==> src/hdl/pbbt_pkg.sv <==
// Shared types and constants for the piecewise bang-bang trajectory block.
// No dependencies; the other files that use it refer to it by scoped names.
package pbbt_pkg;

  localparam int MAX_KNOTS_DEF = 16;

  // Operation codes on the input word
  typedef enum logic [1:0] {
    OP_CLEAR  = 2'd0,
    OP_APPEND = 2'd1,
    OP_QUERY  = 2'd2,
    OP_NOP    = 2'd3
  } op_t;

  // Result status codes
  typedef enum logic [1:0] {
    ST_OK   = 2'd0,
    ST_FULL = 2'd1,
    ST_FEW  = 2'd2,
    ST_SAT  = 2'd3
  } status_t;

  // Derivative orders
  localparam logic [1:0] ORD_VALUE = 2'd0;
  localparam logic [1:0] ORD_VEL   = 2'd1;
  localparam logic [1:0] ORD_ACC   = 2'd2;

  localparam logic [63:0] MAG_MAX = 64'h7FFF_FFFF_FFFF_FFFF;
  localparam logic signed [31:0] S32_MAX = 32'sh7FFF_FFFF;
  localparam logic signed [31:0] S32_MIN = 32'sh8000_0000;

  // Classified command word, front to back
  typedef struct packed {
    op_t         op;
    logic [31:0] knot_time;
    logic [31:0] knot_value;
    logic [31:0] query_time;
    logic [1:0]  deriv_order;
  } cmd_t;

  // Back-end sequencer
  typedef enum logic [3:0] {
    B_IDLE, B_A_RD, B_A_CHK, B_Q_LAST, B_Q_LCHK, B_Q_FCHK, B_Q_SCAN,
    B_Q_SEG, B_SQ, B_SQ2, B_RSTART, B_WAIT, B_FIN
  } back_state_t;

  // Scaled-ratio unit
  typedef enum logic [2:0] {
    R_IDLE, R_MUL, R_RND, R_DIV, R_DONE
  } ratio_state_t;

endpackage

==> src/hdl/pbbt_front.sv <==
// Front end: accepts input words, classifies the operation and queues them.
// Depends on pbbt_pkg.
module pbbt_front (
  input  logic                clk,
  input  logic                rst_n,
  input  logic                in_valid,
  output logic                in_stall,
  input  logic [1:0]          in_operation,
  input  logic [31:0]         in_knot_time,
  input  logic signed [31:0]  in_knot_value,
  input  logic [31:0]         in_query_time,
  input  logic [1:0]          in_deriv_order,
  output logic                cmd_valid,
  input  logic                cmd_pop,
  output pbbt_pkg::cmd_t      cmd
);

  pbbt_pkg::cmd_t q_r [2];
  logic           wr_ptr_r, rd_ptr_r;
  logic [1:0]     cnt_r;
  logic           push;
  pbbt_pkg::cmd_t cls;

  // classify the raw operation code
  always_comb begin
    unique case (in_operation)
      2'd0:    cls.op = pbbt_pkg::OP_CLEAR;
      2'd1:    cls.op = pbbt_pkg::OP_APPEND;
      2'd2:    cls.op = pbbt_pkg::OP_QUERY;
      default: cls.op = pbbt_pkg::OP_NOP;
    endcase
    cls.knot_time   = in_knot_time;
    cls.knot_value  = in_knot_value;
    cls.query_time  = in_query_time;
    cls.deriv_order = in_deriv_order;
  end

  assign in_stall  = (cnt_r == 2'd2);
  assign push      = in_valid && !in_stall;
  assign cmd_valid = (cnt_r != 2'd0);
  assign cmd       = q_r[rd_ptr_r];

  // two-word queue
  always_ff @(posedge clk) begin
    if (!rst_n) begin
      wr_ptr_r <= 1'b0;
      rd_ptr_r <= 1'b0;
      cnt_r    <= 2'd0;
    end else begin
      if (push) begin
        wr_ptr_r <= ~wr_ptr_r;
      end
      if (cmd_pop) begin
        rd_ptr_r <= ~rd_ptr_r;
      end
      cnt_r <= cnt_r + {1'b0, push} - {1'b0, cmd_pop};
    end
  end

  always_ff @(posedge clk) begin
    if (push) begin
      q_r[wr_ptr_r] <= cls;
    end
  end

endmodule

==> config.mk <==
export PLATFORM = sky130hd
export DESIGN_NAME = pbbt_front
export DESIGN_NICKNAME = d
export VERILOG_FILES = /design/src/hdl/pbbt_pkg.sv /design/src/hdl/pbbt_front.sv
export SDC_FILE = /design/constraint.sdc
export NUM_CORES = 1
export LEC_CHECK = 0
export BUFFER_PORTS_ARGS = -buffer_cell sky130_fd_sc_hd__buf_2
export CORE_ASPECT_RATIO = 0.7
export CORE_MARGIN = 8
export CORE_UTILIZATION = 38
export CTS_BUF_LIST = sky130_fd_sc_hd__clkbuf_2 sky130_fd_sc_hd__clkbuf_4 sky130_fd_sc_hd__clkbuf_8
export DETAILED_ROUTE_END_ITERATION = 10
export PLACE_DENSITY = 0.62
export SETUP_SLACK_MARGIN = 0.15
export SYNTH_ARGS = -nofsm -noshare
export SYNTH_HDL_FRONTEND = slang
export SYNTH_SLANG_ARGS = --single-unit
export TNS_END_PERCENT = 50
==> constraint.sdc <==
create_clock -name clk -period 10.9 [get_ports clk]
set_input_delay 2.18 -clock clk [delete_from_list [all_inputs] [get_ports clk]]
set_output_delay 2.18 -clock clk [all_outputs]
set_load 0.02 [all_outputs]
### After elaboration in Yosys (flattened, before gate mapping)

Memory sizes are Yosys's and may differ from the RTL's. A register that Yosys moved wholly into a read port is not among the register bits.
Index checks and enable logic that the tools add are counted.

| word-level totals | value |
|---|---|
| register bits after elaboration | 4 |
| RAM bits | 200 |
| bits of input ports | 104 |
| output and inout bits | 102 |
| memories | 1 |

| cells by class | value |
|---|---|
| $add $sub $neg | 2 |
| eq/ne operators | 3 |
| muxes and demuxes | 5 |
| bitwise gates (word level) | 2 |
| reduce and logical (&&, ||, !) cells | 4 |

Memories:

| memory | words | width | rd ports | clocked after Yosys merged registers in | wr ports | RTL line | RTL |
|---|---|---|---|---|---|---|---|
| q_r | 2 | 100 | 1 | 1 | 1 | pbbt_front.sv:18 | `pbbt_pkg::cmd_t q_r [2];` |

Operators with widths:

| kind | count |
|---|---|
| 2-bit one-hot mux with 3 select lines | 1 |
| 2-bit equality test (second input constant) | 2 |
| 1-bit 2-to-1 mux | 4 |
| 2-bit by 1-bit adder with 2-bit output | 1 |
| 2-bit by 1-bit equality test with 1-bit output (second input constant) | 1 |
| 2-bit zero test | 1 |
| 1-bit inverter | 2 |
| 2-bit nonzero test | 1 |
| 2-bit by 1-bit subtractor with 2-bit output | 1 |
| 1-bit logical AND | 1 |
| 1-bit zero test | 1 |

### Logic depth before layout (Yosys ltp)

Gate-level depths: netlist of the first run.

| depth | value |
|---|---|
| word-level depth | 5 |
| mapped depth | 8 |

### Worst setup path after synthesis of the first run

No wires, ideal clock.

| path | value |
|---|---|
| path type | input to register |
| from | input in_valid |
| to | memory q_r[0][0] (netlist bit) (enable) |
| setup time | 0.560 ns |
| arrival time | 6.436 ns |
| required time | 10.340 ns |
| setup slack | 3.905 ns |
| stages | 2 |
| path buffers | 0 |
| cell sequence | nand2_1 nor2_1 |

| between the ends | value |
|---|---|
| word-level cells in the longest chain between the ends | 3 |

RTL lines:

| element | RTL line | RTL |
|---|---|---|
| start, declared | pbbt_front.sv:6 | `input logic in_valid,` |
| 1-bit logical AND | pbbt_front.sv:39 | `assign push = in_valid && !in_stall;` |
| 1-bit 2-to-1 mux | pbbt_front.sv:61 | `if (push) begin` |
| 1-bit 2-to-1 mux (not written as such) | pbbt_front.sv:62 | `q_r[wr_ptr_r] <= cls;` |
| end, declared | pbbt_front.sv:18 |  |

No other way between the ends.

==> qor.txt, run 1 <==
status: complete, no violations
CP max stage cell: buf_4
Tmin final: 4596 ps
RSZ-0062 raised after global routing: no
Power Density: 201.3 nW/um^2
Post-CTS Setup Bufs: 0
worst slack at placement: 6409 ps
post-route setup slack: 6304 ps
final cell count without fillers: 873
Setup CP Type: flip-flop to output pin
first-pass GRT wire length: 23540 um
cts hold-fix bufs: 0
wire length per cell: 18.02 um
DPL Wire Length: 10630 um
initial DRC count: 175
initial antenna violation count: 5
vias in the first global route: 4249
CTS H-tree depth: 2
DR vias: 3877
commonest non-fill, non-tap cell in the layout: buf_2
crit path cell chain: buf_4 > mux2_4 > buf_2
register area: 6110 um^2
TritonCTS Sinks: 205
Slew Viols, Final: 0
setup tns final: 0 ps
Cells after DPL: 812
Max stage delay on crit path: 700 ps
Crit Path Max Fanout: 41
Critical Path RT: 8720 ps
Final #Nets: 678
worst vdd ir: 0.09593 mV
Unique masters post-synth: 18
FMAX: 217.6 MHz
# IOs: 206
Placer Congestion: 0.7431
Synth Area in XOR/XNOR: 0.2202%
Resized cells post-CTS: 0
adder-cell share of the synthesized area: 0.3146%
Critical Path Sink Type: output pin
CTS Buf Count: 34
worst hold path class: flip-flop to flip-flop
Yosys top cell by area: edfxtp_1
Placed Area: 9161 um^2
max cap viols: 0
Die Span X: 188.9 um
CTS root buffer: clkbuf_8
Cell Area, Synth: 7955 um^2
gr usage total: 11.70%
Final Hold Viols: 0
Clock Latency Late Sink: 480 ps
total gr overflow: 0
Arr. time, crit path: 2420 ps
post-route cell area: 9827 um^2
Pleak: 3.924 nW
dominant cells by area after synthesis: edfxtp_1 75%, mux2_4 19%, buf_12 2.5%
Clock Skews: 12.16 ps
total power: 1.978 mW
fraction of layout cells with a size suffix above 1: 61.24%
total core area: 20640 um^2
fin crit share: 42.16%
CTS tree: built
Crit path buffers/inverters: 2
die height: 137.1 um
largest family of logic cells by synthesized area: multiplexers
port bufs: 205
ANT nets after route: 0
Compound-Gate Fraction of Synth Area: 0%
Cells after Synth: 339
count of final setup violators: 0
detailed-route DRC error count: 0
relative slew slack: 21.58%
Crit path max-delay family: buffers and inverters
Seq/Total Area, Yosys: 76.75%
most frequent cells in the layout: 205 x buf_2, 200 x edfxtp_1, 100 x mux2_4
Yosys top cell area share: 75.50%
syn_area_per_cell: 23.47 um^2
post-synthesis mux area share: 19.00%
syn_nets: 445
initial core utilization: 38.53%
warnings from Yosys: 0
die area: 25890 um^2
TritonRoute pass-1 iters: 4
Rows: 44
Detailed Route WL: 15740 um
Worst-path clk slew: 60 ps
Layout area overhead: 23.53%
largest net degree at the start of global routing: 83
crit start category: flip-flop
Via density: 4.441
CTS max path bufs: 3
fillcell total: 1763
area of the multi-input gates: 1632 um^2
Simple-Gate Fraction of Synth Area: 0.8179%
#FFs+latches synth: 205
actual slew at the worst max-slew pin: 1176 ps
## cell type report
type / instances / share of cell area (%)
inverters: 3 / 0.1146
well taps: 276 / 3.514
multi-input cells: 118 / 16.60
repair buffers: 210 / 10.82
diodes: 1 / 0.02546
clock buffers: 47 / 5.946
clock inverters: 13 / 0.8021
flip-flops and latches: 205 / 62.17
## logic make-up (layout without fill, tap and decap cells)
| kind of cell | after synthesis | in the layout |
|---|---|---|
| mux | 101 | 101 |
| simple gates | 13 | 13 |
| buf+inv | 16 | 273 |
| xor+xnor | 2 | 2 |
| other cells | 0 | 1 |
| fa+ha+maj | 2 | 2 |
| flops | 205 | 205 |
## through the flow
| step | hold slack, ps | util (%) |
|---|---|---|
| floorplan | 454.9 | - |
| global placement | 497.1 | 44.38 |
| detailed placement | 511.9 | 44.38 |
| CTS | 524.5 | 47.59 |
| global route | 563.9 | 47.60 |
| finish | 513.1 | 47.60 |
## worst min-delay path: stages (launching register included)
cell and delay (ps):
dfxtp_1 320, xnor2_1 80, nor2_1 70
## routing by layer
layer	share of wire (%)	vias to the layer above	GRT usage, %
met5	0.33	-	0
met4	1.6	8	3.810
met3	11	33	5.881
met2	46	165	18.11
met1	42	1863	14.12
li1	-	1808	-
## sequential cells by signal, indices dropped and copies added, names as in the netlist, named ones only
register and flops:
q_r 200, cnt_r 2, rd_ptr_r 1, wr_ptr_r 1
## Yosys cell counts (all sizes together)
| master | n |
|---|---|
| edfxtp | 200 |
| mux2 | 100 |
| buf | 11 |
| dfxtp | 5 |
| nor2 | 4 |
| inv | 3 |
| and2 | 2 |
| clkbuf | 2 |
| ha | 2 |
| nand2 | 2 |
| nand2b | 2 |
| and3 | 1 |
| mux2i | 1 |
| nor3 | 1 |
| or2 | 1 |
| xnor2 | 1 |
| xor2 | 1 |
## power breakdown
group	internal, mW	total [mW]	switching (mW)
Combinational	0.145	0.339	0.194
Sequential	0.963	0.987	0.0244
Clock	0.369	0.651	0.282
Total	1.48	1.98	0.501
## worst paths after layout
check                           startpoint         end  slack (ps)  cells after the start
worst max-delay path             flip-flop     cmd[28]        6300                      3
worst min-delay path              rd_ptr_r    rd_ptr_r         510                      2
worst max register to register    cnt_r[0]  q_r[0][69]        8200                      5
worst min register to register    rd_ptr_r    rd_ptr_r         510                      2
(Power assumes the default switching activity.)
==> run 2, diff against run 1 <==
--- a/config.mk
+++ b/config.mk
@@ -5,13 +5,14 @@
 export SDC_FILE = /design/constraint.sdc
 export NUM_CORES = 1
 export LEC_CHECK = 0
+export ABC_AREA = 1
 export BUFFER_PORTS_ARGS = -buffer_cell sky130_fd_sc_hd__buf_2
 export CORE_ASPECT_RATIO = 0.7
 export CORE_MARGIN = 8
 export CORE_UTILIZATION = 38
 export CTS_BUF_LIST = sky130_fd_sc_hd__clkbuf_2 sky130_fd_sc_hd__clkbuf_4 sky130_fd_sc_hd__clkbuf_8
 export DETAILED_ROUTE_END_ITERATION = 10
-export PLACE_DENSITY = 0.62
+export PLACE_DENSITY = 0.64
 export SETUP_SLACK_MARGIN = 0.15
 export SYNTH_ARGS = -nofsm -noshare
 export SYNTH_HDL_FRONTEND = slang
==> constraint.sdc (replaced) <==
create_clock -name clk -period 4 [get_ports clk]
set_input_delay 0.8 -clock clk [delete_from_list [all_inputs] [get_ports clk]]
set_output_delay 0.8 -clock clk [all_outputs]
set_load 0.02 [all_outputs]
==> run 2 against run 1 <==
  * First-iteration DRC count down 5.7%
  * Final area up 0.57%
  * Via count up 2.4%
  * Clock power rose to 2.8 times the previous value
  * Routed wire length up 3.3%
  * Core utilization up 0.27 points
  * Global-route usage up 0.25 points
  * Cell count up 0.92%
  * Non-clock buffer count up 1
  * Combinational power up 120%
  * Critical endpoint is now cmd[95]
  * Highest routed layer unchanged
==> qor.txt, run 2 <==
status: complete, no violations (unchanged)
CTS tree: built (unchanged)
most numerous cell in the Yosys netlist: edfxtp_1 (unchanged)
DPL Wire Length: 11060 um (was 10630 um)
#FFs+latches synth: 205 (unchanged)
adder-cell share of the synthesized area: 0.3143% (was 0.3146%)
# IOs: 206 (unchanged)
Cells after Synth: 348 (was 339)
Post-CTS Setup Bufs: 0 (unchanged)
Synth Area in XOR/XNOR: 0% (was 0.2202%)
Critical Path RT: 3200 ps (was 8720 ps)
Critical Path Sink Type: output pin (unchanged)
Simple-Gate Fraction of Synth Area: 0.8801% (was 0.8179%)
Max stage delay on crit path: 770 ps (was 700 ps)
Final Hold Viols: 0 (unchanged)
wire length per cell: 18.44 um (was 18.02 um)
vias in the first global route: 4319 (was 4249)
Largest register FFs: 200 (unchanged)
setup tns final: 0 ps (unchanged)
Die Span X: 189 um (was 188.9 um)
cts hold-fix bufs: 0 (unchanged)
gr usage total: 11.94% (was 11.70%)
RSZ-0062 raised after global routing: no (unchanged)
Power Density: 530.0 nW/um^2 (was 201.3 nW/um^2)
TritonCTS Sinks: 205 (unchanged)
largest net degree at the start of global routing: 64 (was 83)
post-synthesis mux area share: 18.86% (was 19.00%)
CTS H-tree depth: 1 (was 2)
initial DRC count: 165 (was 175)
actual slew at the worst max-slew pin: 880.0 ps (was 1176 ps)
crit path cell chain: buf_4 > mux2_4 > buf_2 (unchanged)
detailed-route DRC error count: 0 (unchanged)
max cap viols: 0 (unchanged)
port bufs: 205 (unchanged)
commonest non-fill, non-tap cell in the layout: buf_2 (unchanged)
Detailed Route WL: 16250 um (was 15740 um)
Worst R2R Setup Slack: 2050 ps (was 8200 ps)
Tmin final: 3172 ps
top_reg_cell synth: edfxtp_1 (unchanged)
CP max stage cell: dfxtp_4 (was buf_4)
Resized cells post-CTS: 0 (unchanged)
crit start category: flip-flop (unchanged)
Cells after DPL: 822 (was 812)
Final #Nets: 685 (was 678)
Layout area overhead: 24.14% (was 23.53%)
reg2reg end: q_r[1][6] (was q_r[0][69])
ys async rst share: 0% (unchanged)
Worst-path clk slew: 60 ps (about the same)
die area: 25910 um^2 (was 25890 um^2)
Arr. time, crit path: 2370 ps (was 2420 ps)
Rows: 44 (unchanged)
largest family of logic cells by synthesized area: multiplexers (unchanged)
CTS max path bufs: 3 (unchanged)
final hold slack: 428.9 ps (was 513.1 ps)
initial antenna violation count: 3 (was 5)
Crit Path Max Fanout: 33 (was 41)
CTS root buffer: clkbuf_8 (unchanged)
most frequent cells in the layout: 205 x buf_2, 200 x edfxtp_1, 100 x mux2_4 (unchanged)
dominant cells by area after synthesis: edfxtp_1 75%, mux2_4 19%, buf_12 2.5% (unchanged)
Synth top cells by count: 200 x edfxtp_1, 100 x mux2_4, 10 x buf_12, 10 x nand2_1, 8 x inv_1 (was 200 x edfxtp_1, 100 x mux2_4, 10 x buf_12, 5 x dfxtp_1, 4 x nor2_1)
Clock Skews: 4.553 ps (was 12.16 ps)
Clock Latency Late Sink: 550 ps (was 480 ps)
ANT nets after route: 0 (unchanged)
CTS Buf Count: 31 (was 34)
syn_nets: 454 (was 445)
total gr overflow: 0 (unchanged)
final cell count without fillers: 881 (was 873)
Seq/Total Area, Yosys: 76.69% (was 76.75%)
Top reg by flops: q_r (unchanged)
Yosys top cell by area: edfxtp_1 (unchanged)
FMAX: 315.3 MHz
Setup CP Type: flip-flop to output pin (unchanged)
Cell Area, Synth: 7961 um^2 (was 7955 um^2)
initial core utilization: 38.56% (was 38.53%)
fraction of layout cells with a size suffix above 1: 61.26% (was 61.24%)
count of final setup violators: 0 (unchanged)
Placed Area: 9198 um^2 (was 9161 um^2)
Yosys top cell area share: 75.44% (was 75.50%)
Largest regs: q_r (200), cnt_r (2) (unchanged)
worst reg2reg startpoint: cnt_r[0] (unchanged)
DR vias: 3971 (was 3877)
TritonRoute pass-1 iters: 4 (unchanged)
Placer Congestion: 0.7573 (was 0.7431)
register area: 6110 um^2 (unchanged)
syn_area_per_cell: 22.88 um^2 (was 23.47 um^2)
die height: 137.1 um (about the same)
total core area: 20640 um^2 (unchanged)
Slew Viols, Final: 0 (unchanged)
fin crit share: 79.30%
Unique masters post-synth: 12 (was 18)
worst vdd ir: 0.3138 mV (was 0.09593 mV)
fillcell total: 1754 (was 1763)
post-route cell area: 9883 um^2 (was 9827 um^2)
hold path depth: 1 (was 2)
Via density: 4.507 (was 4.441)
warnings from Yosys: 0 (unchanged)
Compound-Gate Fraction of Synth Area: 0.1257% (was 0%)
HP Start: in_query_time[28] (was rd_ptr_r)
worst-case reg-to-reg path depth: 5 (unchanged)
relative slew slack: 41.33% (was 21.58%)
Pleak: 3.973 nW (was 3.924 nW)
worst hold path class: input port to flip-flop (was flip-flop to flip-flop)
Worst Hold Endpoint: q_r[1][30] (was rd_ptr_r)
area of the multi-input gates: 1614 um^2 (was 1632 um^2)
EDFF count, synth: 200 (unchanged)
first-pass GRT wire length: 24420 um (was 23540 um)
[run 2: cell count changes in the layout (fill, tap and decap cells not counted), sizes merged, moves of 5 or more]
cell    delta
clkinv     -9
nand2      +8
clkbuf     +5
inv        +5
[run 2: critical path: cells and delay by family, from the launching register on]
family / cells / cell delay (ps)
buf+inv: 2 / 660
flops: 1 / 770
mux: 1 / 350
[run 2: power breakdown]
part | internal [mW] | switching (mW) | leakage (nW)
registers | 2.58 | 0.0629 | 1.91
clock network | 1.07 | 0.765 | 0.363
logic | 0.324 | 0.435 | 1.70
[run 2: final cells by class]
cell class                 instances  share of cell area, %
clock inverter                     6                 0.8102
clock buffer                      52                  6.102
inverter                           8                 0.3292
timing repair buffer             211                  11.09
sequential                       205                  61.82
antenna                            1                0.02532
tap                              276                  3.494
multi-input combinational        122                  16.33
[run 2: worst max-delay path by stage]
stage | startpoint | endpoint | slack (ps) | cells past startpoint
CTS | flip-flop | cmd[95] | 760 | 3
floorplan | in_valid | q_r[1][0] | 710 | 2
global route | flip-flop | cmd[95] | 670 | 3
global placement | flip-flop | cmd[30] | 1420 | 3
finish | flip-flop | cmd[95] | 830 | 3
detailed placement | flip-flop | cmd[95] | 1380 | 3
[run 2: logic make-up after synthesis]
kind of cell | after synthesis
multiplexers | 100
AND/OR/NAND/NOR | 18
flip-flops | 205
adder cells (fa/ha/maj) | 2
buffers and inverters | 21
AO/OA/AOI/OAI | 2
[run 2: per-layer routing]
metal  routed length [um]  vias up  track usage (%)
li1                     -     1825                -
met1                 7091     1928            15.21
met2                 7089      179            18.07
met3                 1694       35            5.372
met4                  358        4            3.723
met5                   16        -                0
[run 2: stage by stage]
stage	setup slack, ps	power (mW)	util, %
floorplan	707.0	3.208	-
global placement	1425	3.433	44.55
detailed placement	1384	3.457	44.55
CTS	757.8	5.318	47.86
global route	671.3	5.451	47.87
finish	828.1	5.238	47.87
